==> src/sv/dji_pkg.sv <==
// Shared definitions for the distance joint impulse pipeline.
// Used by dji_sqrt_cell, dji_div_cell and distance_joint_impulse.
package dji_pkg;

    localparam int FRAC_BITS_DEF = 16;
    localparam int DATA_W        = 32;
    localparam int SAT_W         = 66;
    localparam int CFG_IDX_W     = 2;

    typedef enum logic [CFG_IDX_W-1:0] {
        REG_REST_LENGTH   = 2'd0,
        REG_MAX_ONLY      = 2'd1,
        REG_SPRING_GAIN   = 2'd2,
        REG_INV_TIME_STEP = 2'd3
    } t_reg_idx;

    typedef struct packed {
        logic en;
        logic valid;
    } t_ctl;

    function automatic logic signed [DATA_W-1:0] sat32(input logic signed [SAT_W-1:0] v);
        logic [SAT_W-DATA_W:0] top;
        top = v[SAT_W-1:DATA_W-1];
        if (top == '0 || top == '1) begin
            return v[DATA_W-1:0];
        end
        return v[SAT_W-1] ? {1'b1, {(DATA_W-1){1'b0}}} : {1'b0, {(DATA_W-1){1'b1}}};
    endfunction

endpackage

==> src/sv/dji_div_cell.sv <==
// One quotient-bit cell of the restoring divider chain, lanes share a divisor.
// Depends on dji_pkg for the stage control group.
module dji_div_cell #(
    parameter int D_W    = 33,
    parameter int LANES  = 1,
    parameter int NB_W   = 32,
    parameter int Q_W    = 32,
    parameter int SIDE_W = 8
) (
    input  logic                         i_clk,
    input  logic                         i_rst_n,
    input  dji_pkg::t_ctl                i_ctl,
    input  logic [D_W-1:0]               i_div,
    input  logic [LANES-1:0][D_W-1:0]    i_r,
    input  logic [LANES-1:0][NB_W-1:0]   i_nb,
    input  logic [LANES-1:0][Q_W-1:0]    i_q,
    input  logic [SIDE_W-1:0]            i_side,
    output logic                         o_valid,
    output logic [D_W-1:0]               o_div,
    output logic [LANES-1:0][D_W-1:0]    o_r,
    output logic [LANES-1:0][NB_W-1:0]   o_nb,
    output logic [LANES-1:0][Q_W-1:0]    o_q,
    output logic [SIDE_W-1:0]            o_side
);

    logic [LANES-1:0][D_W:0]   c_r2;
    logic [LANES-1:0][D_W:0]   c_sub;
    logic [LANES-1:0]          c_ge;

    always_comb begin
        for (int l = 0; l < LANES; l++) begin
            c_r2[l]  = {i_r[l], i_nb[l][NB_W-1]};
            c_ge[l]  = (c_r2[l] >= {1'b0, i_div});
            c_sub[l] = c_r2[l] - {1'b0, i_div};
        end
    end

    always_ff @(posedge i_clk) begin
        if (!i_rst_n) begin
            o_valid <= 1'b0;
        end else if (i_ctl.en) begin
            o_valid <= i_ctl.valid;
        end
    end

    always_ff @(posedge i_clk) begin
        if (i_ctl.en) begin
            o_div  <= i_div;
            o_side <= i_side;
            for (int l = 0; l < LANES; l++) begin
                o_r[l]  <= c_ge[l] ? c_sub[l][D_W-1:0] : c_r2[l][D_W-1:0];
                o_nb[l] <= {i_nb[l][NB_W-2:0], 1'b0};
                o_q[l]  <= {i_q[l][Q_W-2:0], c_ge[l]};
            end
        end
    end

endmodule

==> config.mk <==
export PLATFORM = sky130hd
export DESIGN_NAME = dji_div_cell
export DESIGN_NICKNAME = d
export VERILOG_FILES = /design/src/sv/dji_pkg.sv /design/src/sv/dji_div_cell.sv
export SDC_FILE = /design/constraint.sdc
export NUM_CORES = 1
export LEC_CHECK = 0
export BUFFER_PORTS_ARGS = -buffer_cell sky130_fd_sc_hd__buf_2
export CORE_ASPECT_RATIO = 1.5
export CORE_MARGIN = 3
export CORE_UTILIZATION = 25
export DETAILED_ROUTE_END_ITERATION = 8
export PLACE_DENSITY = 0.56
export SYNTH_ARGS = -nofsm -noshare
export SYNTH_HDL_FRONTEND = slang
export SYNTH_SLANG_ARGS = --single-unit
==> constraint.sdc <==
create_clock -name i_clk -period 3.23 [get_ports i_clk]
set_input_delay 0.4845 -clock i_clk [delete_from_list [all_inputs] [get_ports i_clk]]
set_output_delay 0.4845 -clock i_clk [all_outputs]
set_load 0.05 [all_outputs]
==> Word-level counts from Yosys, hierarchy flattened <==
Index checks and enable logic that the tools add are counted.
{ "word_totals": {"wordCells": 9, "mem_count": 0, "latch_bits": 0, "mem_bits_rw": 0, "in_bits": 142, "romBits": 0, "register_bits": 138, "out_inout_bits": 139} }
{ "classes": {"mux": 1, "reduce_logical": 0, "order_cmp": 1, "multipliers": 0, "shifts": 0, "eq_ne": 0, "div": 0, "n_bitwise": 0, "addsub": 1} }
{ "ops": {"columns": ["cell", "count"], "rows": [
  ["$ge 34x33->1", 1],
  ["$mux 33", 1],
  ["$sub 33x33->33", 1]
]} }

==> Depth between registers and ports, before layout <==
Gate-level depths: netlist (run 1).
{ "logic_depth": {"word_depth": 2, "mapped_depth": 14} }

==> Worst setup path before layout (run 1) <==
No wires, ideal clock.
{ "synth_path": {"path_kind": "input to register", "startpoint": "input port i_nb[31] (netlist name)", "endpoint": "register o_r[1] (netlist name) (data pin)", "t_arrival_ns": 2.786, "t_required_ns": 2.970, "setup_time_ns": 0.260, "stages": 12, "slack_ns": 0.184, "path_cell_list": "inv_1 -> ha_1 -> inv_1 -> fa_1 -> a21o_1 -> a221o_2 -> a21oi_2 -> o41a_4 -> o31ai_4 -> a41oi_2 -> buf_6 -> mux2_4"} }
{ "synth_via": {"elab_chain_cells": 2} }
{ "synth_lines": {"columns": ["element", "line", "source"], "rows": [
  ["start: declaration", "dji_div_cell.sv:15", "input logic [LANES-1:0][NB_W-1:0] i_nb,"],
  ["$sub 33x33->33 or $ge 34x33->1 (tied branches)", "dji_div_cell.sv:34, dji_div_cell.sv:33", null],
  ["$mux 33 *", "dji_div_cell.sv:51", "o_r[l] <= c_ge[l] ? c_sub[l][D_W-1:0] : c_r2[l][D_W-1:0];"],
  ["end signal: indexed assignment", "dji_div_cell.sv:51", null],
  ["end: declaration", "dji_div_cell.sv:20", "output logic [LANES-1:0][D_W-1:0] o_r,"]
]} }
Every way passes the cells marked *; elsewhere a longest branch is shown, timed or not.
A chain may end at the register's enable or synchronous reset.

==> Worst setup path after layout (run 1) <==
{ "layout_path": {"startpoint": "input port i_nb[31] (netlist name)", "endpoint": "register o_r[32] (netlist name) (data pin)"} }
The elaborated chain is that of the path after synthesis.

==> results.md, run 1 <==
- Status: completed
- DR pass1 iterations: 4
- Clock skew: 0 ps
- Post-cts resize count: 0
- Die Y-Extent: 204.3 um
- Worst hold start: i_q[17]
- Setup Fix Bufs, Post-CTS: 0
- Switch Pwr: 1.886 mW
- Initial core utilization: 25.79%
- Comb pwr share: 26.8%
- Startpoint types: input pin
- DPL Wire Length: 16.30 mm
- Adder-Cell Fraction of Synth Area: 6.608%
- Clk_lat worst skew: 410 ps
- Share of layout cells above drive strength 1: 43.65%
- CP Capture Point: o_r[32]
- Post-Syn Area: 6551 sq um
- Slew @ Worst Pin: 663.3 ps
- RSZ-0062 raised after global routing: false
- Synth top cells by count: edfxtp_1, nand2_1, inv_1
- Post-DP Area: 8533 sq um
- Sequential Power Share: 39.4%
- WP data required: 3390 ps
- Final Setup Violations: 0
- Net count, final: 998
- Max FO, Critical Path: 3
- Register area share after synthesis: 63.10%
- Worst Setup SP: i_nb[31]
- Pre-CTS setup slack: -55.61 ps
- CTS tree: done
- Largest net degree at the start of global routing: 69
- Period utilization: 88.53%
- CTS max path bufs: 2
- Pwr/cell area: 618.0 nW/um^2
- Worst-path clk slew: 60 ps
- Flip-flop and latch area: 4134 sq um
- Setup TNS: 0 ps
- Final worst setup slack: 370.3 ps
- Simple-gate share of the synthesized area: 8.002%
- Finished Core Util: 35.88%
- Final WL: 20.19 mm
- Fraction of power spent switching nets: 33.48%
- Port Buffer Count: 278
- Non-Filler Instances: 1,164
- Total CTS buffers: 17
- Async S/R FF share, synth: 0%
- DRT antenna net count: 0
- Main combinational cell family by area after synthesis: compound AO/OA/AOI/OAI gates
- Hold buffer count at cts: 0
- Critical Path End Type: flop
- Reg-to-Reg Start: o_valid
- Clock root buffer: clkbuf_16
- Design Power: 5.633 mW
- Final slew viol count: 0
- Worst r2r path cells: 2
- Placer congestion estimate: 0.9138
- Compound-Gate Fraction of Synth Area: 14.06%
- Remaining routing DRC violations: 0
- Routed length per placed instance: 17.34 um
- Synth top area share: 62.80%
- Internal: 3.747 mW
- Total gr overflow: 0
- Max cap viols: 0
- Power share of the clock group: 33.8%
- FMAX: 349.7 MHz
- Hold Fails Final Rpt: 0
- EDFF count, synth: 137
- Multi-input gate area: 2163 sq um
- H-tree levels: 4
- Core box area: 25,410 sq um
- Vias: 5,122
- Gate Count Post-Synth: 509
- Placed Instances: 1,131
- Post-route design area: 9115 sq um
- Relative max-transition margin: 55.78%
- Clock sink count: 138
- DIE AREA: 28,220 sq um
- Top cell type by total area after synthesis: edfxtp_1
- Number of global-route vias before repair: 5,245
- Rows: 71
- First-pass GRT wire length: 29.58 mm
- Worst Path Class, Setup: in -> reg
- Yosys cell types: 53
- Critical R2R Capture: o_valid
- Leakage: 4.017 nW
- Crit path DAT: 3020 ps
- Io pins: 281
- Synth Area per Inst: 12.87 sq um
- Die X: 138.2 um
- Maximum vdd drop: 0.3443 mV
- Vias per cell: 4.400
- Hold Worst Slack: 243.4 ps
- Count leader, synth: edfxtp_1
- Syn. warnings: 0
- Xor and xnor area share after synthesis: 3.743%
- Fin crit period: 2860 ps
- Mux share of post-synthesis cell area: 0.3820%
- Synthesized Nets: 685
- Area grow syn2layout: 39.13%
- #FFs+latches synth: 138
- Prevailing post-synth register cell: edfxtp_1
- Starting DRC count in detailed routing: 284
- Layout filler cell count: 2,608
- Global Route Usage Sum: 13.95%
- Top post-synthesis cells by area: edfxtp_1, ha_1, nand2_1, a21oi_1, inv_1
- Hold crit path type: in -> reg
- R2r setup slk: 2630 ps
- Initial antenna violation count: 6
## metal layers
layer,up-vias,GRT usage (%),share of wire [%]
met3,24,4.658,6.9
met1,2374,13.69,36
met4,6,5.155,1.9
li1,2510,-,-
met5,-,0,0.22
met2,208,26.90,55
## sequential cells by signal, indices dropped and copies added (netlist names)
register	count
o_div	33
o_nb	31
o_q	32
o_r	33
o_side	8
o_valid	1
## worst min-delay path by stage
stage,cells after the start,endpoint,slack (ps)
global placement,2,o_valid,490
global route,1,o_q[14],210
CTS,1,o_q[17],210
detailed placement,2,o_valid,510
finish,1,o_q[18],240
floorplan,0,o_div[0],580
## critical path, cell delays in order
cell and delay [ps]:
buf_2 100, inv_1 50, ha_1 140, inv_1 50, fa_1 410, a21o_1 220, a221o_2 380, a211oi_1 280
o21ai_0 180, a21oi_1 190, buf_4 150, o311ai_0 150, xnor2_1 170, o21ai_1 70
## power by group through the flow
stage | sequential [mW] | combinational [mW] | clock (mW)
after floorplan | 2.88 | 0.424 | 0
after global placement | 2.26 | 1.51 | 0
after detailed placement | 2.26 | 1.52 | 0
after CTS | 2.22 | 1.53 | 1.98
after global routing | 2.24 | 1.60 | 2.06
final | 2.22 | 1.51 | 1.91
## layout by cell type (no fill, tap or decap), types with 5 or more instances in the layout
cell / n
buf_2: 277
edfxtp_1: 137
nand2_1: 59
inv_1: 42
ha_1: 33
a21oi_1: 32
buf_4: 28
o21ai_0: 23
nor2_1: 20
clkbuf_16: 17
xnor2_1: 16
o21ai_2: 16
a21o_1: 12
xor2_1: 12
nand3_1: 8
and3_1: 7
o21bai_1: 6
o21ai_1: 6
a211oi_1: 5
nor3_1: 5
## cell type report
cell class,instances,share of cell area (%)
Antenna cell,2,0.05491
Clock buffer,18,4.708
Clock inverter,13,1.620
Inverter,42,1.730
Multi-Input combinational cell,314,23.73
Sequential cell,138,45.35
Tap cell,328,4.502
Timing Repair Buffer,309,18.30
## cells by family (layout without fill, tap and decap cells)
family | Yosys count | after routing
and+or+nand+nor | 117 | 117
other | 1 | 3
DFF | 138 | 138
buffers and inverters | 57 | 382
xor gates and xnor gates | 28 | 28
adders and majority gates | 34 | 34
muxes | 2 | 2
AOI/OAI and AO/OA | 132 | 132
(Power assumes the default switching activity.)
==> run 2: changes to the inputs <==
BUFFER_PORTS_ARGS = not set   (was -buffer_cell sky130_fd_sc_hd__buf_2)
CORE_UTILIZATION = 32   (was 25)
DONT_BUFFER_PORTS = 1   (was not set)
PLACE_DENSITY = 0.54   (was 0.56)
==> results.md, run 2 (same netlist as run 1, synthesis figures left out) <==
- Sequential Power Share: 53.4% (+14 points)
- Largest net degree at the start of global routing: 139 (+100%)
- Multi-input gate area: 2163 sq um (unchanged)
- Placed Instances: 780 (-31%)
- H-tree levels: 4 (unchanged)
- Routed length per placed instance: 21.22 um (+22%)
- DIE AREA: 22,260 sq um (-21%)
- Crit path DAT: 2970 ps (-50 ps)
- Worst-path clk slew: 70 ps (about the same)
- Most common cell after layout, fill and taps aside: edfxtp_1
- Remaining routing DRC violations: 0 (unchanged)
- Switch Pwr: 1.746 mW (-7.4%)
- Die X: 122.8 um (-11%)
- Net count, final: 715 (-28%)
- Design Power: 5.402 mW (-4.1%)
- Clk_lat worst skew: 420 ps (about the same)
- Worst Path Class, Setup: in -> reg
- Clock sink count: 138 (unchanged)
- Final WL: 17.23 mm (-15%)
- Final Setup Violations: 0 (unchanged)
- Share of layout cells above drive strength 1: 14.13% (-30 points)
- WP data required: 3410 ps (+20 ps)
- Die Y-Extent: 181.2 um (-11%)
- Hold buffer count at cts: 0 (unchanged)
- Final worst setup slack: 440.7 ps (+70.41 ps)
- DR pass1 iterations: 4 (unchanged)
- Vias: 4,118 (-20%)
- Max FO, Critical Path: 3 (unchanged)
- Clock skew: 0 ps (unchanged)
- Layout filler cell count: 1,875 (-28%)
- RSZ-0062 raised after global routing: false
- Status: completed
- Ant. Diodes: 0 (-2)
- Initial core utilization: 32.85% (+7.1 points)
- Total CTS buffers: 17 (unchanged)
- FMAX: 358.5 MHz (+2.5%)
- Placer congestion estimate: 0.8071 (-12%)
- Post-DP Area: 6988 sq um (-18%)
- Fin crit period: 2789 ps (-70.41 ps)
- Leakage: 2.886 nW (-28%)
- Max cap viols: 0 (unchanged)
- Slew @ Worst Pin: 564.7 ps (-98.61 ps)
- Number of global-route vias before repair: 4,305 (-18%)
- Hold Worst Slack: 147.0 ps (-96.40 ps)
- Starting DRC count in detailed routing: 152 (-46%)
- Rows: 63 (-11%)
- Maximum vdd drop: 0.3463 mV (+0.59%)
- Startpoint types: input pin
- Largest regs: o_div x33, o_r x33, o_q x32
- Global Route Usage Sum: 15.16% (+1.2 points)
- Pwr/cell area: 713.4 nW/um^2 (+15%)
- First-pass GRT wire length: 24.78 mm (-16%)
- DRT antenna net count: 0 (unchanged)
- Initial antenna violation count: 0 (-6)
- Core box area: 19,940 sq um (-22%)
- Hold crit path type: in -> reg
- Vias per cell: 5.071 (+15%)
- Period utilization: 86.36% (-2.2 points)
- Flip-flop and latch area: 4134 sq um (unchanged)
- Area grow syn2layout: 15.58%
- Clock root buffer: clkbuf_16
- Post-route design area: 7572 sq um (-17%)
- Fraction of power spent switching nets: 32.33% (-1.2 points)
- Setup Fix Bufs, Post-CTS: 0 (unchanged)
- Hold Fails Final Rpt: 0 (unchanged)
- Non-Filler Instances: 812 (-30%)
- Setup TNS: 0 ps (unchanged)
- DPL Wire Length: 13.34 mm (-18%)
- Final slew viol count: 0 (unchanged)
- Port Buffer Count: 0 (-100%)
- Power share of the clock group: 36.1% (+2.3 points)
- Most frequent cells in the layout: edfxtp_1, nand2_1, inv_1, ha_1, a21oi_1
- CTS max path bufs: 2 (unchanged)
- Comb pwr share: 10.6% (-16 points)
- Pre-CTS setup slack: -15.48 ps (+40.13 ps)
- Finished Core Util: 37.97% (+2.1 points)
- Critical Path End Type: flop
- Post-cts resize count: 0 (unchanged)
- Io pins: 281 (unchanged)
- Relative max-transition margin: 62.43% (+6.7 points)
- Internal: 3.656 mW (-2.4%)
- CTS tree: done
- Total gr overflow: 0 (unchanged)
run 2: area by class of cell:
cell class / instances / share of cell area (%)
Clock buffer: 20 / 5.767
Tap cell: 260 / 4.296
Multi-Input combinational cell: 314 / 28.57
Timing Repair Buffer: 26 / 2.743
Clock inverter: 12 / 1.950
Inverter: 42 / 2.082
Sequential cell: 138 / 54.59
run 2: metal layers:
layer | wire length (um) | global-route usage (%) | vias up
met5 | 0 | 0 | -
met4 | 482 | 6.054 | 0
met3 | 1906 | 7.422 | 28
met2 | 9211 | 27.73 | 215
met1 | 5628 | 13.98 | 1931
li1 | - | - | 1944
run 2: path summary, 6_finish.rpt:
check             startpoint   endpoint  slack, ps  depth (start not counted)
setup / recovery    i_nb[31]    o_r[28]        440                         13
setup reg to reg     o_valid    o_valid       2280                          2
hold / removal     i_div[32]  o_div[32]        150                          0
hold reg to reg      o_valid    o_valid        780                          2
run 2: power groups by stage:
| stage | clock, mW | combinational, mW | sequential [mW] |
|---|---|---|---|
| 3_5_place_dp | 0 | 0.573 | 2.92 |
| 4_1_cts | 2.02 | 0.578 | 2.89 |
| 5_1_grt | 2.09 | 0.642 | 2.90 |
| 3_3_place_gp | 0 | 0.570 | 2.92 |
| 6_report | 1.95 | 0.570 | 2.88 |
| 2_1_floorplan | 0 | 0.424 | 2.88 |
run 2: critical path, stage by stage:
cell and delay (ps):
inv_1 30, ha_1 150, inv_1 50, fa_1 410, a21o_1 220, a221o_2 390, a211oi_1 300, o21ai_0 180
a21oi_1 180, buf_4 150, o31ai_1 120, xnor2_1 230, o21ai_2 60
