<file path="src/sv/dji_pkg.sv">
// Shared definitions for the distance joint impulse pipeline.
// Used by dji_sqrt_cell, dji_div_cell and distance_joint_impulse.
package dji_pkg;

    localparam int FRAC_BITS_DEF = 16;
    localparam int DATA_W        = 32;
    localparam int SAT_W         = 66;
    localparam int CFG_IDX_W     = 2;

    typedef enum logic [CFG_IDX_W-1:0] {
        REG_REST_LENGTH   = 2'd0,
        REG_MAX_ONLY      = 2'd1,
        REG_SPRING_GAIN   = 2'd2,
        REG_INV_TIME_STEP = 2'd3
    } t_reg_idx;

    typedef struct packed {
        logic en;
        logic valid;
    } t_ctl;

    function automatic logic signed [DATA_W-1:0] sat32(input logic signed [SAT_W-1:0] v);
        logic [SAT_W-DATA_W:0] top;
        top = v[SAT_W-1:DATA_W-1];
        if (top == '0 || top == '1) begin
            return v[DATA_W-1:0];
        end
        return v[SAT_W-1] ? {1'b1, {(DATA_W-1){1'b0}}} : {1'b0, {(DATA_W-1){1'b1}}};
    endfunction

endpackage

</file>
<file path="src/sv/dji_sqrt_cell.sv">
// One digit cell of the restoring square root chain.
// Depends on dji_pkg for the stage control group.
module dji_sqrt_cell #(
    parameter int ROOT_W = 33,
    parameter int SIDE_W = 8
) (
    input  logic                  i_clk,
    input  logic                  i_rst_n,
    input  dji_pkg::t_ctl         i_ctl,
    input  logic [ROOT_W+1:0]     i_rem,
    input  logic [ROOT_W-1:0]     i_root,
    input  logic [2*ROOT_W-1:0]   i_rad,
    input  logic [SIDE_W-1:0]     i_side,
    output logic                  o_valid,
    output logic [ROOT_W+1:0]     o_rem,
    output logic [ROOT_W-1:0]     o_root,
    output logic [2*ROOT_W-1:0]   o_rad,
    output logic [SIDE_W-1:0]     o_side
);

    logic [ROOT_W+3:0] c_rem2;
    logic [ROOT_W+3:0] c_trial;
    logic              c_ge;
    logic [ROOT_W+3:0] c_diff;

    assign c_rem2  = {i_rem, i_rad[2*ROOT_W-1 -: 2]};
    assign c_trial = {2'b00, i_root, 2'b01};
    assign c_ge    = (c_rem2 >= c_trial);
    assign c_diff  = c_rem2 - c_trial;

    always_ff @(posedge i_clk) begin
        if (!i_rst_n) begin
            o_valid <= 1'b0;
        end else if (i_ctl.en) begin
            o_valid <= i_ctl.valid;
        end
    end

    always_ff @(posedge i_clk) begin
        if (i_ctl.en) begin
            o_rem  <= c_ge ? c_diff[ROOT_W+1:0] : c_rem2[ROOT_W+1:0];
            o_root <= {i_root[ROOT_W-2:0], c_ge};
            o_rad  <= {i_rad[2*ROOT_W-3:0], 2'b00};
            o_side <= i_side;
        end
    end

endmodule

</file>
<file path="config.mk">
export PLATFORM = sky130hd
export DESIGN_NAME = dji_sqrt_cell
export DESIGN_NICKNAME = d
export VERILOG_FILES = /design/src/sv/dji_pkg.sv /design/src/sv/dji_sqrt_cell.sv
export SDC_FILE = /design/constraint.sdc
export NUM_CORES = 1
export LEC_CHECK = 0
export BUFFER_PORTS_ARGS = -buffer_cell sky130_fd_sc_hd__clkbuf_2
export CAP_MARGIN = 40
export CORE_MARGIN = 2
export CORE_UTILIZATION = 35
export DETAILED_ROUTE_END_ITERATION = 8
export PLACE_DENSITY = 0.62
export SLEW_MARGIN = 20
export SYNTH_ARGS = -nofsm -noshare
export SYNTH_HDL_FRONTEND = slang
export SYNTH_SLANG_ARGS = --single-unit
</file>
<file path="constraint.sdc">
create_clock -name i_clk -period 2.47 [get_ports i_clk]
set_clock_uncertainty 0.05 [all_clocks]
set_input_delay 0.1235 -clock i_clk [delete_from_list [all_inputs] [get_ports i_clk]]
set_output_delay 0.1235 -clock i_clk [all_outputs]
set_load 0.03 [all_outputs]
</file>
# Word-level counts from Yosys, hierarchy flattened

Cells that the tools add are included.

Input bits: 146
Output and inout port bits: 143
Logic and storage cells: 8
Register bits: 141

Magnitude comparators: 1
Multiplexer cells: 1
Add/subtract/negate cells: 1

Operators with widths:

| operator         | number |
|---|---|
| $ge A37 B35 Y1   | 1 |
| $mux W35         | 1 |
| $sub A35 B35 Y35 | 1 |

# Logic depth before layout (Yosys ltp)

Gate-level depths: netlist (run 1).

Depth in word-level cells: 2
Mapped depth: 14
Gate-level depth less buffers: 11

# Least setup slack after synthesis (run 1)

OpenSTA, ideal clock, no wires.

Path type: input-to-reg
From: in i_root[9]
To: reg o_rem[17], data pin
Required time: 2.160 ns
Setup slack: -0.255 ns
Setup time: 0.260 ns
Arrival time: 2.414 ns
Cell stages on the path: 11
Buffers on the path: 2
Cell sequence: inv_1 -> ha_1 -> buf_2 -> nand2_1 -> or3_1 -> or4_1 -> o31a_1 -> o21ai_2 -> o211ai_2 -> buf_6 -> mux2_4

Cells in the longest elaborated chain, start to end: 2
Elaborated cells between the ends (all ways): 3
Those cells by class: add/sub: 1; order compare: 1; mux: 1

Ends and longest elaborated chain:

| what                                                      | line                                     | RTL |
|---|---|---|
| from (decl)                                               | dji_sqrt_cell.sv:11                      | `input logic [ROOT_W-1:0] i_root,` |
| $sub A35 B35 Y35 / $ge A37 B35 Y1 (equally long branches) | dji_sqrt_cell.sv:29, dji_sqrt_cell.sv:28 |  |
| $mux W35 (*)                                              | dji_sqrt_cell.sv:41                      | `o_rem <= c_ge ? c_diff[ROOT_W+1:0] : c_rem2[ROOT_W+1:0];` |
| to (signal assigned)                                      | dji_sqrt_cell.sv:41                      |  |
| to (decl)                                                 | dji_sqrt_cell.sv:15                      | `output logic [ROOT_W+1:0] o_rem,` |

Every way passes the cells marked *; elsewhere a longest branch is shown, timed or not.
A chain may end at the register's enable or synchronous reset.

# Worst setup path after layout (run 1)

From: in i_root[0]
To: reg o_rem[23], data pin

The elaborated chain is that of the path after synthesis.

==> metrics.txt, run 1 <==
# TYPE chip_impl_metric gauge
chip_impl_metric{name="antenna_found_initial",unit=""} 1
chip_impl_metric{name="placementRows",unit=""} 50
chip_impl_metric{name="routed_via_density",unit=""} 4.616
chip_impl_metric{name="critical_path_maximum_fanout",unit=""} 4
chip_impl_metric{name="initial_core_util",unit="%"} 35.49
chip_impl_info{name="grt_setup_unrepaired",value="yes"} 1
chip_impl_metric{name="dieWidth",unit="um"} 141.3
chip_impl_metric{name="final_nets",unit=""} 1205
chip_impl_metric{name="synth_cell_type_count",unit=""} 48
chip_impl_metric{name="yosysWarningCount",unit=""} 0
chip_impl_info{name="ys_top_cells_by_area",value="sky130_fd_sc_hd__edfxtp_1 64%, sky130_fd_sc_hd__ha_1 6.6%, sky130_fd_sc_hd__nand2_1 3.4%"} 1
chip_impl_metric{name="synth_area_per_cell",unit="sq um"} 12.68
chip_impl_metric{name="cp_num_buf_inv",unit=""} 3
chip_impl_metric{name="seqPwrFrac",unit="%"} 40.0
chip_impl_metric{name="dp.final_hpwl",unit="mm"} 15.05
chip_impl_metric{name="placement.io_buffers",unit=""} 286
chip_impl_info{name="synth_top_flop_cell",value="sky130_fd_sc_hd__edfxtp_1"} 1
chip_impl_metric{name="min_period",unit="ps"} 2309
chip_impl_metric{name="finalInstanceArea",unit="sq um"} 10910
chip_impl_info{name="hp-class",value="input port to register"} 1
chip_impl_info{name="synthTopCellsByCount",value="140 x sky130_fd_sc_hd__edfxtp_1, 59 x sky130_fd_sc_hd__nand2_1, 43 x sky130_fd_sc_hd__inv_1"} 1
chip_impl_metric{name="pwr-share-clk",unit="%"} 33.7
chip_impl_metric{name="routed-via-count",unit=""} 5871
chip_impl_info{name="cts_root_buffer",value="sky130_fd_sc_hd__clkbuf_16"} 1
chip_impl_metric{name="netSwitchingFraction",unit="%"} 31.38
chip_impl_metric{name="grt_usage",unit="%"} 20.56
chip_impl_metric{name="maximum_clock_rate",unit="GHz"} 0.4330
chip_impl_metric{name="area_growth_syn_to_layout",unit="%"} 65.36
chip_impl_metric{name="peakVddDrop",unit="mV"} 0.4869
chip_impl_metric{name="combPwrFrac",unit="%"} 26.2
chip_impl_metric{name="longest_individual_stage_delay_on_the_worst_path",unit="ps"} 350
chip_impl_metric{name="grt_start_max_net_pins",unit=""} 50
chip_impl_metric{name="slew_viol_final",unit=""} 0
chip_impl_metric{name="clk-insertion-delay-late",unit="ps"} 410
chip_impl_info{name="setup.worst_path.class",value="input port to register"} 1
chip_impl_info{name="kind_of_end_point_of_the_critical_path",value="register"} 1
chip_impl_metric{name="postSynthCellCount",unit=""} 520
chip_impl_metric{name="internal_power",unit="mW"} 5.145
chip_impl_info{name="run_status",value="finished clean"} 1
chip_impl_metric{name="drc",unit=""} 0
chip_impl_metric{name="design.die.area",unit="sq um"} 19960
chip_impl_info{name="critical-path-top-delay-family",value="compound AO/OA/AOI/OAI gates"} 1
chip_impl_info{name="cp_slowest_cell",value="sky130_fd_sc_hd__o31a_1"} 1
chip_impl_info{name="crit_path_start_kind",value="input port"} 1
chip_impl_metric{name="final_min_period_over_clock_period",unit="%"} 93.50
chip_impl_info{name="synth_area_leader_cell",value="sky130_fd_sc_hd__edfxtp_1"} 1
chip_impl_metric{name="maxCapViolations",unit=""} 0
chip_impl_metric{name="cp_data_required_time",unit="ps"} 2580
chip_impl_metric{name="placed_cell_area",unit="sq um"} 8956
chip_impl_metric{name="seq_area_frac_synth",unit="%"} 64.05
chip_impl_metric{name="routed_wirelength",unit="mm"} 20.74
chip_impl_metric{name="powerDensity",unit="nW/um^2"} 687.5
chip_impl_metric{name="ys_async_sr_fraction",unit="%"} 0
chip_impl_metric{name="drive_above_1_share",unit="%"} 40.31
chip_impl_metric{name="place_congestion",unit=""} 0.8282
chip_impl_info{name="yosys.cell_count.top_type",value="sky130_fd_sc_hd__edfxtp_1"} 1
chip_impl_metric{name="power_switching",unit="mW"} 2.352
chip_impl_metric{name="synth-edff-count",unit=""} 140
chip_impl_metric{name="grt_first_pass_wirelength",unit="mm"} 31.62
chip_impl_metric{name="antenna_left",unit=""} 0
chip_impl_metric{name="pin_count",unit=""} 289
chip_impl_metric{name="power_leakage",unit="nW"} 4.941
chip_impl_metric{name="drtPass1Iterations",unit=""} 4
chip_impl_metric{name="routed_wire_per_std_cell",unit="um"} 16.30
chip_impl_metric{name="numCtsBuffers",unit=""} 17
chip_impl_metric{name="first_global_vias",unit=""} 6018
chip_impl_metric{name="synth-seq-cells",unit=""} 141
chip_impl_info{name="cts_tree",value="built"} 1
chip_impl_metric{name="h-tree-depth",unit=""} 4
chip_impl_info{name="cpMostUsedCell",value="sky130_fd_sc_hd__a31o_2"} 1
chip_impl_metric{name="clock-sinks",unit=""} 141
chip_impl_metric{name="synthesis.area",unit="sq um"} 6595
chip_impl_metric{name="clockBufferDepth",unit=""} 2
chip_impl_metric{name="finalHoldViolCount",unit=""} 0
chip_impl_metric{name="gr-total-overflow",unit=""} 0
chip_impl_metric{name="fp.dieH",unit="um"} 141.3
chip_impl_metric{name="clkSlewWorstSetupHoldPaths",unit="ps"} 60
chip_impl_metric{name="finalPower",unit="mW"} 7.498
chip_impl_metric{name="finalSetupViolations",unit=""} 0
chip_impl_metric{name="synth_top_area_share",unit="%"} 63.75
chip_impl_metric{name="detail_route.iter0.violations",unit=""} 260
chip_impl_info{name="list_of_cells_traversed_by_the_critical_path",value="clkbuf_2 > inv_1 > ha_1 > o21a_1 > o211ai_1 > a31o_2 > a31o_2 > o31a_1 > o31ai_4 > buf_4 > xnor2_1 > o21ai_1"} 1
chip_impl_metric{name="arrival_worst_endpoint",unit="ps"} 2420
chip_impl_metric{name="core_area",unit="sq um"} 18580
tightest hold or removal path, delay by kind of cell:
kind | cells | cell delay [ps]
buffers and inverters | 1 | 110
AOI/OAI and AO/OA | 1 | 80
and+or+nand+nor | 1 | 50
through the flow:
stage               TNS (ps)  worst slack, ps  util, %  instances  hold WS [ps]
floorplan             -13.89           -13.89        -        521         172.4
global placement      -11760           -362.8    48.20       1103         250.2
detailed placement    -11920           -382.2    48.20       1103         252.1
CTS                        0            63.97    58.59       1270         16.80
global route          -93.14           -22.28    58.68       1271         61.11
finish                     0            160.6    58.69       1272         26.72
layout by cell type (no fill, tap or decap), types with 4 or more instances in the layout:
| cell type | Yosys | final |
|---|---|---|
| sky130_fd_sc_hd__nor2_1 | 21 | 20 |
| sky130_fd_sc_hd__clkbuf_16 | 0 | 17 |
| sky130_fd_sc_hd__nand4_1 | 5 | 5 |
| sky130_fd_sc_hd__nand3_1 | 8 | 8 |
| sky130_fd_sc_hd__clkinvlp_4 | 0 | 4 |
| sky130_fd_sc_hd__a21oi_1 | 37 | 36 |
| sky130_fd_sc_hd__o21ai_0 | 13 | 12 |
| sky130_fd_sc_hd__ha_1 | 35 | 29 |
| sky130_fd_sc_hd__buf_4 | 2 | 72 |
| sky130_fd_sc_hd__clkbuf_2 | 0 | 285 |
| sky130_fd_sc_hd__o211ai_1 | 6 | 6 |
| sky130_fd_sc_hd__xor2_1 | 17 | 17 |
| sky130_fd_sc_hd__dlygate4sd3_1 | 0 | 135 |
| sky130_fd_sc_hd__nand2_1 | 59 | 56 |
| sky130_fd_sc_hd__o21ai_1 | 29 | 30 |
| sky130_fd_sc_hd__inv_6 | 0 | 6 |
| sky130_fd_sc_hd__ha_4 | 0 | 6 |
| sky130_fd_sc_hd__xnor2_1 | 16 | 16 |
| sky130_fd_sc_hd__inv_2 | 0 | 4 |
| sky130_fd_sc_hd__a21o_1 | 19 | 19 |
| sky130_fd_sc_hd__edfxtp_1 | 140 | 140 |
| sky130_fd_sc_hd__o21a_1 | 4 | 4 |
| sky130_fd_sc_hd__inv_1 | 43 | 38 |
| sky130_fd_sc_hd__nor3_1 | 5 | 5 |
| sky130_fd_sc_hd__and3_1 | 4 | 4 |
| sky130_fd_sc_hd__o21bai_1 | 6 | 6 |
cells by family after synthesis:
group,count (synthesis),share of synthesized area (%)
buffers and inverters,57,3.851
and+or+nand+nor,114,7.589
adders and majority gates,35,6.640
other,1,0.05686
muxes,3,0.5312
DFF,141,64.05
xor gates and xnor gates,33,4.382
AOI/OAI and AO/OA,136,12.90
worst paths after layout:
| check | start | cells past startpoint | to | slack, ps |
|---|---|---|---|---|
| worst max-delay path | i_root[0] | 12 | o_rem[23] | 160 |
| worst min-delay path | i_rem[6] | 3 | o_rem[8] | 30 |
| worst max register to register | o_valid | 3 | o_valid | 1270 |
| worst min register to register | o_valid | 3 | o_valid | 1020 |
repair_timing:
| action | in CTS | in global routing |
|---|---|---|
| hold buffers | 135 | 0 |
| setup endpoints to repair | 0 | 34 |
| gates resized for setup | 0 | 4 |
| endpoints found under the hold margin | 134 | 0 |
| buffers inserted | 0 | 1 |
cell type report:
cell class,instances,area (sq um)
multi-input combinational,323,2232
sequential,141,4224
inverter,43,163.9
tap,234,292.8
clock inverter,14,148.9
timing repair buffer,498,3412
antenna,1,2.502
fill,1574,7675
clock buffer,18,429.2
power by group through the flow:
stage,combinational [mW],clock [mW],sequential (mW)
final,1.97,2.53,3.00
after global routing,2.12,2.66,3.02
after CTS,1.98,2.58,3.00
after detailed placement,1.80,0,3.05
after global placement,1.78,0,3.05
after floorplan,0.586,0,3.55
per-layer routing:
layer  wire, um  GRT usage, %
met5          8             0
met4        560         8.263
met3       1236         5.096
met2      10600         36.82
met1       8328         23.57
state kept, by name, indices dropped and copies added (netlist names):
signal / flops
o_rad: 64
o_rem: 35
o_root: 33
o_side: 8
o_valid: 1
No activity file was read; power rests on OpenSTA's default activity.
==> inputs of run 2 (changes only) <==
--- a/config.mk
+++ b/config.mk
@@ -5,7 +5,7 @@
 export SDC_FILE = /design/constraint.sdc
 export NUM_CORES = 1
 export LEC_CHECK = 0
-export BUFFER_PORTS_ARGS = -buffer_cell sky130_fd_sc_hd__clkbuf_2
+export BUFFER_PORTS_ARGS = -buffer_cell sky130_fd_sc_hd__buf_2
 export CAP_MARGIN = 40
 export CORE_MARGIN = 2
 export CORE_UTILIZATION = 35
==> metrics.txt, run 2 (same netlist as run 1, synthesis figures left out) <==
# TYPE chip_impl_metric gauge
chip_impl_metric{name="h-tree-depth",unit=""} 4
chip_impl_metric{name="routed_wire_per_std_cell",unit="um"} 16.18
chip_impl_metric{name="gr-total-overflow",unit=""} 0
chip_impl_info{name="worstReg2RegEnd",value="o_valid"} 1
chip_impl_metric{name="maxCapViolations",unit=""} 0
chip_impl_info{name="min_to",value="o_rem[8]"} 1
chip_impl_info{name="crit_path_start_kind",value="input port"} 1
chip_impl_metric{name="slew_viol_final",unit=""} 0
chip_impl_metric{name="design.die.area",unit="sq um"} 19960
chip_impl_metric{name="longest_individual_stage_delay_on_the_worst_path",unit="ps"} 530
chip_impl_metric{name="grt_first_pass_wirelength",unit="mm"} 30.84
chip_impl_metric{name="clockBufferDepth",unit=""} 2
chip_impl_metric{name="drc",unit=""} 0
chip_impl_metric{name="final_total_negative_setup_slack",unit="ps"} 0
chip_impl_metric{name="maximum_clock_rate",unit="GHz"} 0.4139
chip_impl_metric{name="worstMarginPinSlew",unit="ps"} 612.0
chip_impl_metric{name="core_area",unit="sq um"} 18580
chip_impl_metric{name="netSwitchingFraction",unit="%"} 31.14
chip_impl_metric{name="critical_path_maximum_fanout",unit=""} 6
chip_impl_info{name="leading_registers_by_flop_count",value="o_rad: 64 flops, o_rem: 35 flops, o_root: 33 flops"} 1
chip_impl_info{name="cts_root_buffer",value="sky130_fd_sc_hd__clkbuf_16"} 1
chip_impl_info{name="setup.worst_path.class",value="input port to register"} 1
chip_impl_metric{name="antenna_left",unit=""} 0
chip_impl_metric{name="peakVddDrop",unit="mV"} 0.4793
chip_impl_info{name="hp-class",value="input port to register"} 1
chip_impl_metric{name="initial_core_util",unit="%"} 35.49
chip_impl_metric{name="finalHoldViolCount",unit=""} 0
chip_impl_metric{name="hold-path-cell-count",unit=""} 3
chip_impl_info{name="final_common_cell",value="sky130_fd_sc_hd__buf_2"} 1
chip_impl_metric{name="pin_count",unit=""} 289
chip_impl_metric{name="clkSlewWorstSetupHoldPaths",unit="ps"} 60
chip_impl_metric{name="min_period",unit="ps"} 2416
chip_impl_info{name="crit-reg2reg-launch",value="o_valid"} 1
chip_impl_metric{name="pwr-share-clk",unit="%"} 33.5
chip_impl_metric{name="area_growth_syn_to_layout",unit="%"} 67.29
chip_impl_metric{name="final_min_period_over_clock_period",unit="%"} 97.83
chip_impl_metric{name="dp_worst_slack",unit="ps"} -354.0
chip_impl_metric{name="place_congestion",unit=""} 0.8096
chip_impl_metric{name="final_critical_path_setup_slack",unit="ps"} 53.67
chip_impl_metric{name="detail_route.iter0.violations",unit=""} 253
chip_impl_metric{name="combPwrFrac",unit="%"} 26.7
chip_impl_metric{name="powerDensity",unit="nW/um^2"} 681.9
chip_impl_metric{name="clock-sinks",unit=""} 141
chip_impl_metric{name="first_global_vias",unit=""} 5986
chip_impl_metric{name="critical_path_depth",unit=""} 10
chip_impl_metric{name="fp.dieH",unit="um"} 141.3
chip_impl_info{name="cpMostUsedCell",value="sky130_fd_sc_hd__nand2_1"} 1
chip_impl_metric{name="dieWidth",unit="um"} 141.3
chip_impl_metric{name="internal_power",unit="mW"} 5.181
chip_impl_metric{name="fill_cells",unit=""} 1541
chip_impl_metric{name="routed-via-count",unit=""} 5895
chip_impl_metric{name="power_leakage",unit="nW"} 4.909
chip_impl_metric{name="grt_start_max_net_pins",unit=""} 62
chip_impl_metric{name="placementRows",unit=""} 50
chip_impl_metric{name="placement.io_buffers",unit=""} 286
chip_impl_metric{name="drive_above_1_share",unit="%"} 41.35
chip_impl_metric{name="grt_usage",unit="%"} 20.02
chip_impl_info{name="kind_of_end_point_of_the_critical_path",value="register"} 1
chip_impl_metric{name="clk-insertion-delay-late",unit="ps"} 410
chip_impl_metric{name="routed_wirelength",unit="mm"} 20.65
chip_impl_info{name="cts_tree",value="built"} 1
chip_impl_metric{name="relSlewSlack",unit="%"} 59.20
chip_impl_info{name="run_status",value="finished clean"} 1
chip_impl_metric{name="final_nets",unit=""} 1208
chip_impl_metric{name="numCtsBuffers",unit=""} 17
chip_impl_metric{name="arrival_worst_endpoint",unit="ps"} 2530
chip_impl_metric{name="reg2regPathDepth",unit=""} 3
chip_impl_metric{name="finalPower",unit="mW"} 7.524
chip_impl_info{name="cp_slowest_cell",value="sky130_fd_sc_hd__dlygate4sd3_1"} 1
chip_impl_metric{name="cp_data_required_time",unit="ps"} 2590
chip_impl_metric{name="dp.final_hpwl",unit="mm"} 14.68
chip_impl_metric{name="finalSetupViolations",unit=""} 0
chip_impl_metric{name="drtPass1Iterations",unit=""} 6
chip_impl_metric{name="power_switching",unit="mW"} 2.343
chip_impl_info{name="most_used_cells_in_the_layout_excluding_fill_and_tap_cells",value="284 x sky130_fd_sc_hd__buf_2, 140 x sky130_fd_sc_hd__edfxtp_1, 136 x sky130_fd_sc_hd__dlygate4sd3_1, 72 x sky130_fd_sc_hd__buf_4, 56 x sky130_fd_sc_hd__nand2_1"} 1
chip_impl_metric{name="largest_register_ff_count",unit=""} 64
chip_impl_metric{name="r2r_slack",unit="ps"} 1270
chip_impl_info{name="critical-path-top-delay-family",value="buffers and inverters"} 1
chip_impl_info{name="hp-start",value="i_rem[6]"} 1
chip_impl_metric{name="antenna_found_initial",unit=""} 3
chip_impl_metric{name="seqPwrFrac",unit="%"} 39.8
chip_impl_info{name="max_flop_register",value="o_rad"} 1
chip_impl_metric{name="cp_num_buf_inv",unit=""} 2
chip_impl_info{name="list_of_cells_traversed_by_the_critical_path",value="dlygate4sd3_1 > buf_2 > ha_1 > nand3_1 > nor2_2 > nand2_1 > o31a_1 > nand2_1 > o211ai_4 > mux2_4"} 1
chip_impl_metric{name="routed_via_density",unit=""} 4.620
[run 2: changes by cell type in the layout (fill, tap and decap cells not counted), moves of 2 or more]
cell	before	now
sky130_fd_sc_hd__ha_1	29	26
sky130_fd_sc_hd__buf_2	0	284
sky130_fd_sc_hd__clkbuf_2	285	0
sky130_fd_sc_hd__a21oi_2	1	5
sky130_fd_sc_hd__a21oi_1	36	32
sky130_fd_sc_hd__ha_4	6	9
sky130_fd_sc_hd__buf_8	0	2
[run 2: area by class of cell]
| class | instances | area (sq um) | area share (%) |
|---|---|---|---|
| Clock inverter | 14 | 148.9 | 1.350 |
| Inverter | 43 | 166.4 | 1.508 |
| Clock buffer | 18 | 429.2 | 3.890 |
| Multi-Input combinational cell | 323 | 2295 | 20.80 |
| Antenna cell | 2 | 5.005 | 0.04536 |
| Timing Repair Buffer | 501 | 3472 | 31.47 |
| Tap cell | 234 | 292.8 | 2.654 |
| Sequential cell | 141 | 4224 | 38.29 |
[run 2: metrics by stage]
stage	area, sq um	utilization, %	std cells	hold slack (ps)
3_3_place_gp	8956	48.20	1103	249.6
2_1_floorplan	6710	-	521	172.4
4_1_cts	10900	58.64	1271	11.77
3_5_place_dp	8956	48.20	1103	251.8
5_1_grt	11030	59.37	1275	72.50
6_report	11030	59.38	1276	46.33
[run 2: how the worst max path moves through the flow]
| stage | startpoint | to | slack (ps) |
|---|---|---|---|
| after global routing | i_root[4] | o_rem[8] | -20 |
| after detailed placement | i_rem[0] | o_rem[30] | -350 |
| after CTS | i_rem[0] | o_rem[29] | 90 |
| after global placement | i_root[22] | o_rem[29] | -300 |
| after floorplan | i_root[7] | o_rem[17] | -10 |
| final | i_rem[29] | o_rem[17] | 50 |
[run 2: repair_timing]
item                                   4_1_cts  5_1_grt
setup buffers                                0        2
setup endpoints to repair                    0       36
resized for setup                            0       20
hold buffers                               136        0
endpoints found under the hold margin      135        0
[run 2: power by group through the flow]
stage	combinational [mW]	clock [mW]	sequential [mW]
CTS	1.98	2.59	2.99
global route	2.16	2.67	3.01
global placement	1.79	0	3.04
detailed placement	1.80	0	3.04
floorplan	0.586	0	3.55
finish	2.01	2.52	2.99
[run 2: tightest hold or removal path: cells and delay by family]
family                 cells  cell delay (ps)
buffers and inverters      1              110
and+or+nand+nor            1               60
AOI/OAI and AO/OA          1               90
[run 2: layer usage]
layer,track usage (%),wire (um)
met4,8.211,488
met2,35.97,10580
met5,0,8
met3,5.400,1397
met1,22.50,8175
==> inputs of run 3 (changes only) <==
--- a/config.mk
+++ b/config.mk
@@ -5,12 +5,14 @@
 export SDC_FILE = /design/constraint.sdc
 export NUM_CORES = 1
 export LEC_CHECK = 0
+export ABC_AREA = 1
 export BUFFER_PORTS_ARGS = -buffer_cell sky130_fd_sc_hd__buf_2
 export CAP_MARGIN = 40
 export CORE_MARGIN = 2
 export CORE_UTILIZATION = 35
+export CTS_CLUSTER_SIZE = 12
 export DETAILED_ROUTE_END_ITERATION = 8
-export PLACE_DENSITY = 0.62
+export PLACE_DENSITY = 0.6
 export SLEW_MARGIN = 20
 export SYNTH_ARGS = -nofsm -noshare
 export SYNTH_HDL_FRONTEND = slang
==> metrics.txt, run 3 <==
# TYPE chip_impl_metric gauge
chip_impl_info{name="run_status",value="finished clean"} 1
chip_impl_metric{name="synth_area_per_cell",unit="sq um"} 9.460
chip_impl_info{name="final_common_cell",value="sky130_fd_sc_hd__buf_2"} 1
chip_impl_metric{name="finalHoldViolCount",unit=""} 0
chip_impl_metric{name="largest_register_ff_count",unit=""} 64
chip_impl_metric{name="routed_via_density",unit=""} 4.583
chip_impl_metric{name="finalSetupViolations",unit=""} 0
chip_impl_metric{name="synth_top_area_share",unit="%"} 54.40
chip_impl_info{name="hp-class",value="input port to register"} 1
chip_impl_metric{name="dieWidth",unit="um"} 152.6
chip_impl_metric{name="detail_route.iter0.violations",unit=""} 338
chip_impl_info{name="crit-reg2reg-launch",value="o_valid"} 1
chip_impl_metric{name="antenna_left",unit=""} 0
chip_impl_metric{name="fp.dieH",unit="um"} 152.6
chip_impl_metric{name="r2r_slack",unit="ps"} 1200
chip_impl_metric{name="powerDensity",unit="nW/um^2"} 656.7
chip_impl_metric{name="diodes",unit=""} 0
chip_impl_metric{name="clockBufferDepth",unit=""} 2
chip_impl_info{name="synth_top_flop_cell",value="sky130_fd_sc_hd__edfxtp_1"} 1
chip_impl_metric{name="hold-path-cell-count",unit=""} 3
chip_impl_metric{name="power_leakage",unit="nW"} 5.598
chip_impl_metric{name="synthesis.area",unit="sq um"} 7729
chip_impl_info{name="synthTopCellsByCount",value="228 x sky130_fd_sc_hd__nand2_1, 145 x sky130_fd_sc_hd__inv_1, 140 x sky130_fd_sc_hd__edfxtp_1"} 1
chip_impl_metric{name="final_min_period_over_clock_period",unit="%"} 93.63
chip_impl_metric{name="maxCapViolations",unit=""} 0
chip_impl_info{name="yosys.cell_count.top_type",value="sky130_fd_sc_hd__nand2_1"} 1
chip_impl_metric{name="critical_path_maximum_fanout",unit=""} 4
chip_impl_metric{name="numCtsBuffers",unit=""} 17
chip_impl_info{name="setup.worst_path.class",value="input port to register"} 1
chip_impl_metric{name="synth-seq-cells",unit=""} 141
chip_impl_metric{name="synth-edff-count",unit=""} 140
chip_impl_metric{name="grt_usage",unit="%"} 21.56
chip_impl_metric{name="arrival_worst_endpoint",unit="ps"} 2430
chip_impl_info{name="synth_area_leader_cell",value="sky130_fd_sc_hd__edfxtp_1"} 1
chip_impl_metric{name="finalPower",unit="mW"} 7.556
chip_impl_metric{name="placed_cell_area",unit="sq um"} 9527
chip_impl_metric{name="drc",unit=""} 0
chip_impl_metric{name="peakVddDrop",unit="mV"} 0.4411
chip_impl_metric{name="ys_async_sr_fraction",unit="%"} 0
chip_impl_metric{name="synth_cell_type_count",unit=""} 35
chip_impl_metric{name="seq_area_frac_synth",unit="%"} 54.65
chip_impl_metric{name="final_total_negative_setup_slack",unit="ps"} 0
chip_impl_metric{name="min_period",unit="ps"} 2313
chip_impl_info{name="leading_registers_by_flop_count",value="o_rad: 64 flops, o_rem: 35 flops, o_root: 33 flops"} 1
chip_impl_metric{name="final_nets",unit=""} 1436
chip_impl_info{name="cts_tree",value="built"} 1
chip_impl_metric{name="postSynthCellCount",unit=""} 817
chip_impl_metric{name="final_critical_path_setup_slack",unit="ps"} 157.3
chip_impl_metric{name="area_growth_syn_to_layout",unit="%"} 48.87
chip_impl_metric{name="drtPass1Iterations",unit=""} 5
chip_impl_metric{name="routed_wire_per_std_cell",unit="um"} 16.37
chip_impl_metric{name="initial_core_util",unit="%"} 35.52
chip_impl_metric{name="routed_wirelength",unit="mm"} 25.35
chip_impl_info{name="kind_of_end_point_of_the_critical_path",value="register"} 1
chip_impl_metric{name="reg2regPathDepth",unit=""} 3
chip_impl_metric{name="placementRows",unit=""} 54
chip_impl_metric{name="slew_viol_final",unit=""} 0
chip_impl_metric{name="clk-insertion-delay-late",unit="ps"} 420
chip_impl_metric{name="dp.final_hpwl",unit="mm"} 19.34
chip_impl_info{name="worstReg2RegEnd",value="o_valid"} 1
chip_impl_metric{name="drive_above_1_share",unit="%"} 32.18
chip_impl_info{name="most_used_cells_in_the_layout_excluding_fill_and_tap_cells",value="285 x sky130_fd_sc_hd__buf_2, 226 x sky130_fd_sc_hd__nand2_1, 145 x sky130_fd_sc_hd__inv_1, 140 x sky130_fd_sc_hd__edfxtp_1, 132 x sky130_fd_sc_hd__dlygate4sd3_1"} 1
chip_impl_metric{name="placement.io_buffers",unit=""} 286
chip_impl_metric{name="first_global_vias",unit=""} 7197
chip_impl_metric{name="maximum_clock_rate",unit="GHz"} 0.4324
chip_impl_metric{name="finalHoldWorstSlack",unit="ps"} 9.246
chip_impl_metric{name="core_area",unit="sq um"} 21760
chip_impl_metric{name="pin_count",unit=""} 289
chip_impl_metric{name="grt_first_pass_wirelength",unit="mm"} 39.22
chip_impl_metric{name="dp_worst_slack",unit="ps"} 175.8
chip_impl_info{name="min_to",value="o_rem[11]"} 1
chip_impl_metric{name="place_congestion",unit=""} 0.8835
chip_impl_metric{name="antenna_found_initial",unit=""} 0
chip_impl_metric{name="clock-sinks",unit=""} 141
chip_impl_info{name="max_flop_register",value="o_rad"} 1
chip_impl_metric{name="grt_start_max_net_pins",unit=""} 60
chip_impl_info{name="hp-start",value="i_rem[9]"} 1
chip_impl_info{name="crit_path_start_kind",value="input port"} 1
chip_impl_metric{name="gr-total-overflow",unit=""} 0
chip_impl_info{name="ys_top_cells_by_area",value="sky130_fd_sc_hd__edfxtp_1 54%, sky130_fd_sc_hd__nand2_1 11%, sky130_fd_sc_hd__inv_1 7.0%"} 1
chip_impl_metric{name="design.die.area",unit="sq um"} 23290
chip_impl_info{name="cts_root_buffer",value="sky130_fd_sc_hd__clkbuf_16"} 1
chip_impl_metric{name="finalInstanceArea",unit="sq um"} 11510
chip_impl_metric{name="cp_data_required_time",unit="ps"} 2590
chip_impl_metric{name="h-tree-depth",unit=""} 4
chip_impl_metric{name="yosysWarningCount",unit=""} 0
chip_impl_metric{name="routed-via-count",unit=""} 7095
chip_impl_info{name="grt_setup_unrepaired",value="no"} 1
chip_impl_metric{name="clkSlewWorstSetupHoldPaths",unit="ps"} 60
## run 3: changes by cell type after synthesis, moves of 15 or more
cell,change
sky130_fd_sc_hd__o21ai_1,-27
sky130_fd_sc_hd__a21o_1,-18
sky130_fd_sc_hd__nand2_1,+169
sky130_fd_sc_hd__nand3_1,+46
sky130_fd_sc_hd__inv_1,+102
sky130_fd_sc_hd__nand2_2,+24
sky130_fd_sc_hd__xnor2_1,-15
sky130_fd_sc_hd__nor2_1,+35
## run 3: worst max path at each step
stage | end | start | slack [ps]
6_report | o_rem[27] | i_root[2] | 160
5_1_grt | o_rem[29] | i_root[13] | 5
4_1_cts | o_rem[29] | i_root[18] | 40
3_5_place_dp | o_rem[29] | i_root[18] | 180
3_3_place_gp | o_rem[29] | i_root[18] | 200
2_1_floorplan | o_rem[10] | i_root[22] | 670
## run 3: where the power goes
part           switching, mW  total (mW)  internal (mW)
combinational           1.27        1.96          0.694
sequential            0.0782        2.99           2.91
clock                   1.16        2.60           1.45
total                   2.50        7.56           5.05
## run 3: per-stage QoR
stage / std cells / util (%)
final: 1548 / 52.89
after global routing: 1548 / 52.89
after CTS: 1547 / 52.59
after detailed placement: 1383 / 43.79
after global placement: 1383 / 43.79
after floorplan: 818 / -
## run 3: final cells by class
cell class | instances | area [sq um]
fill | 2001 | 10250
sequential | 141 | 4224
multi-input combinational | 522 | 2922
timing repair buffer | 428 | 2872
inverter | 145 | 544.3
clock buffer | 17 | 425.4
tap | 280 | 350.3
clock inverter | 15 | 168.9
## run 3: worst max-delay path: stages
cell and delay [ps]:
sky130_fd_sc_hd__dlygate4sd3_1 520, sky130_fd_sc_hd__buf_2 110, sky130_fd_sc_hd__inv_1 40, sky130_fd_sc_hd__ha_1 330
sky130_fd_sc_hd__a21oi_1 250, sky130_fd_sc_hd__nor2_1 90, sky130_fd_sc_hd__o21ai_0 320, sky130_fd_sc_hd__nand3_1 220
sky130_fd_sc_hd__nand2_1 180, sky130_fd_sc_hd__nand3b_1 100, sky130_fd_sc_hd__nand3_1 100, sky130_fd_sc_hd__nand2_1 60
## run 3: what timing repair did
action	CTS	global route
setup endpoints to repair	0	35
endpoints found under the hold margin	131	0
hold buffers	132	0
resized for setup	0	15
buffers inserted	0	1
## run 3: logic make-up (layout without fill, tap and decap cells)
kind of cell    Yosys count  in the layout  synth area share (%)
fa+ha+maj                35             35                 5.666
simple gates            411            411                 24.53
flops                   141            141                 54.65
compound gates           57             57                 4.857
buf+inv                 155            605                 8.321
xor+xnor                 17             17                 1.926
other cells               1              2               0.04852
## run 3: layer usage
metal	GRT usage [%]	share of wire [%]	up-vias
li1	-	-	3537
met1	26.21	42	3246
met2	37.75	49	268
met3	3.783	5.4	44
met4	9.083	3.7	0
met5	0	0	-
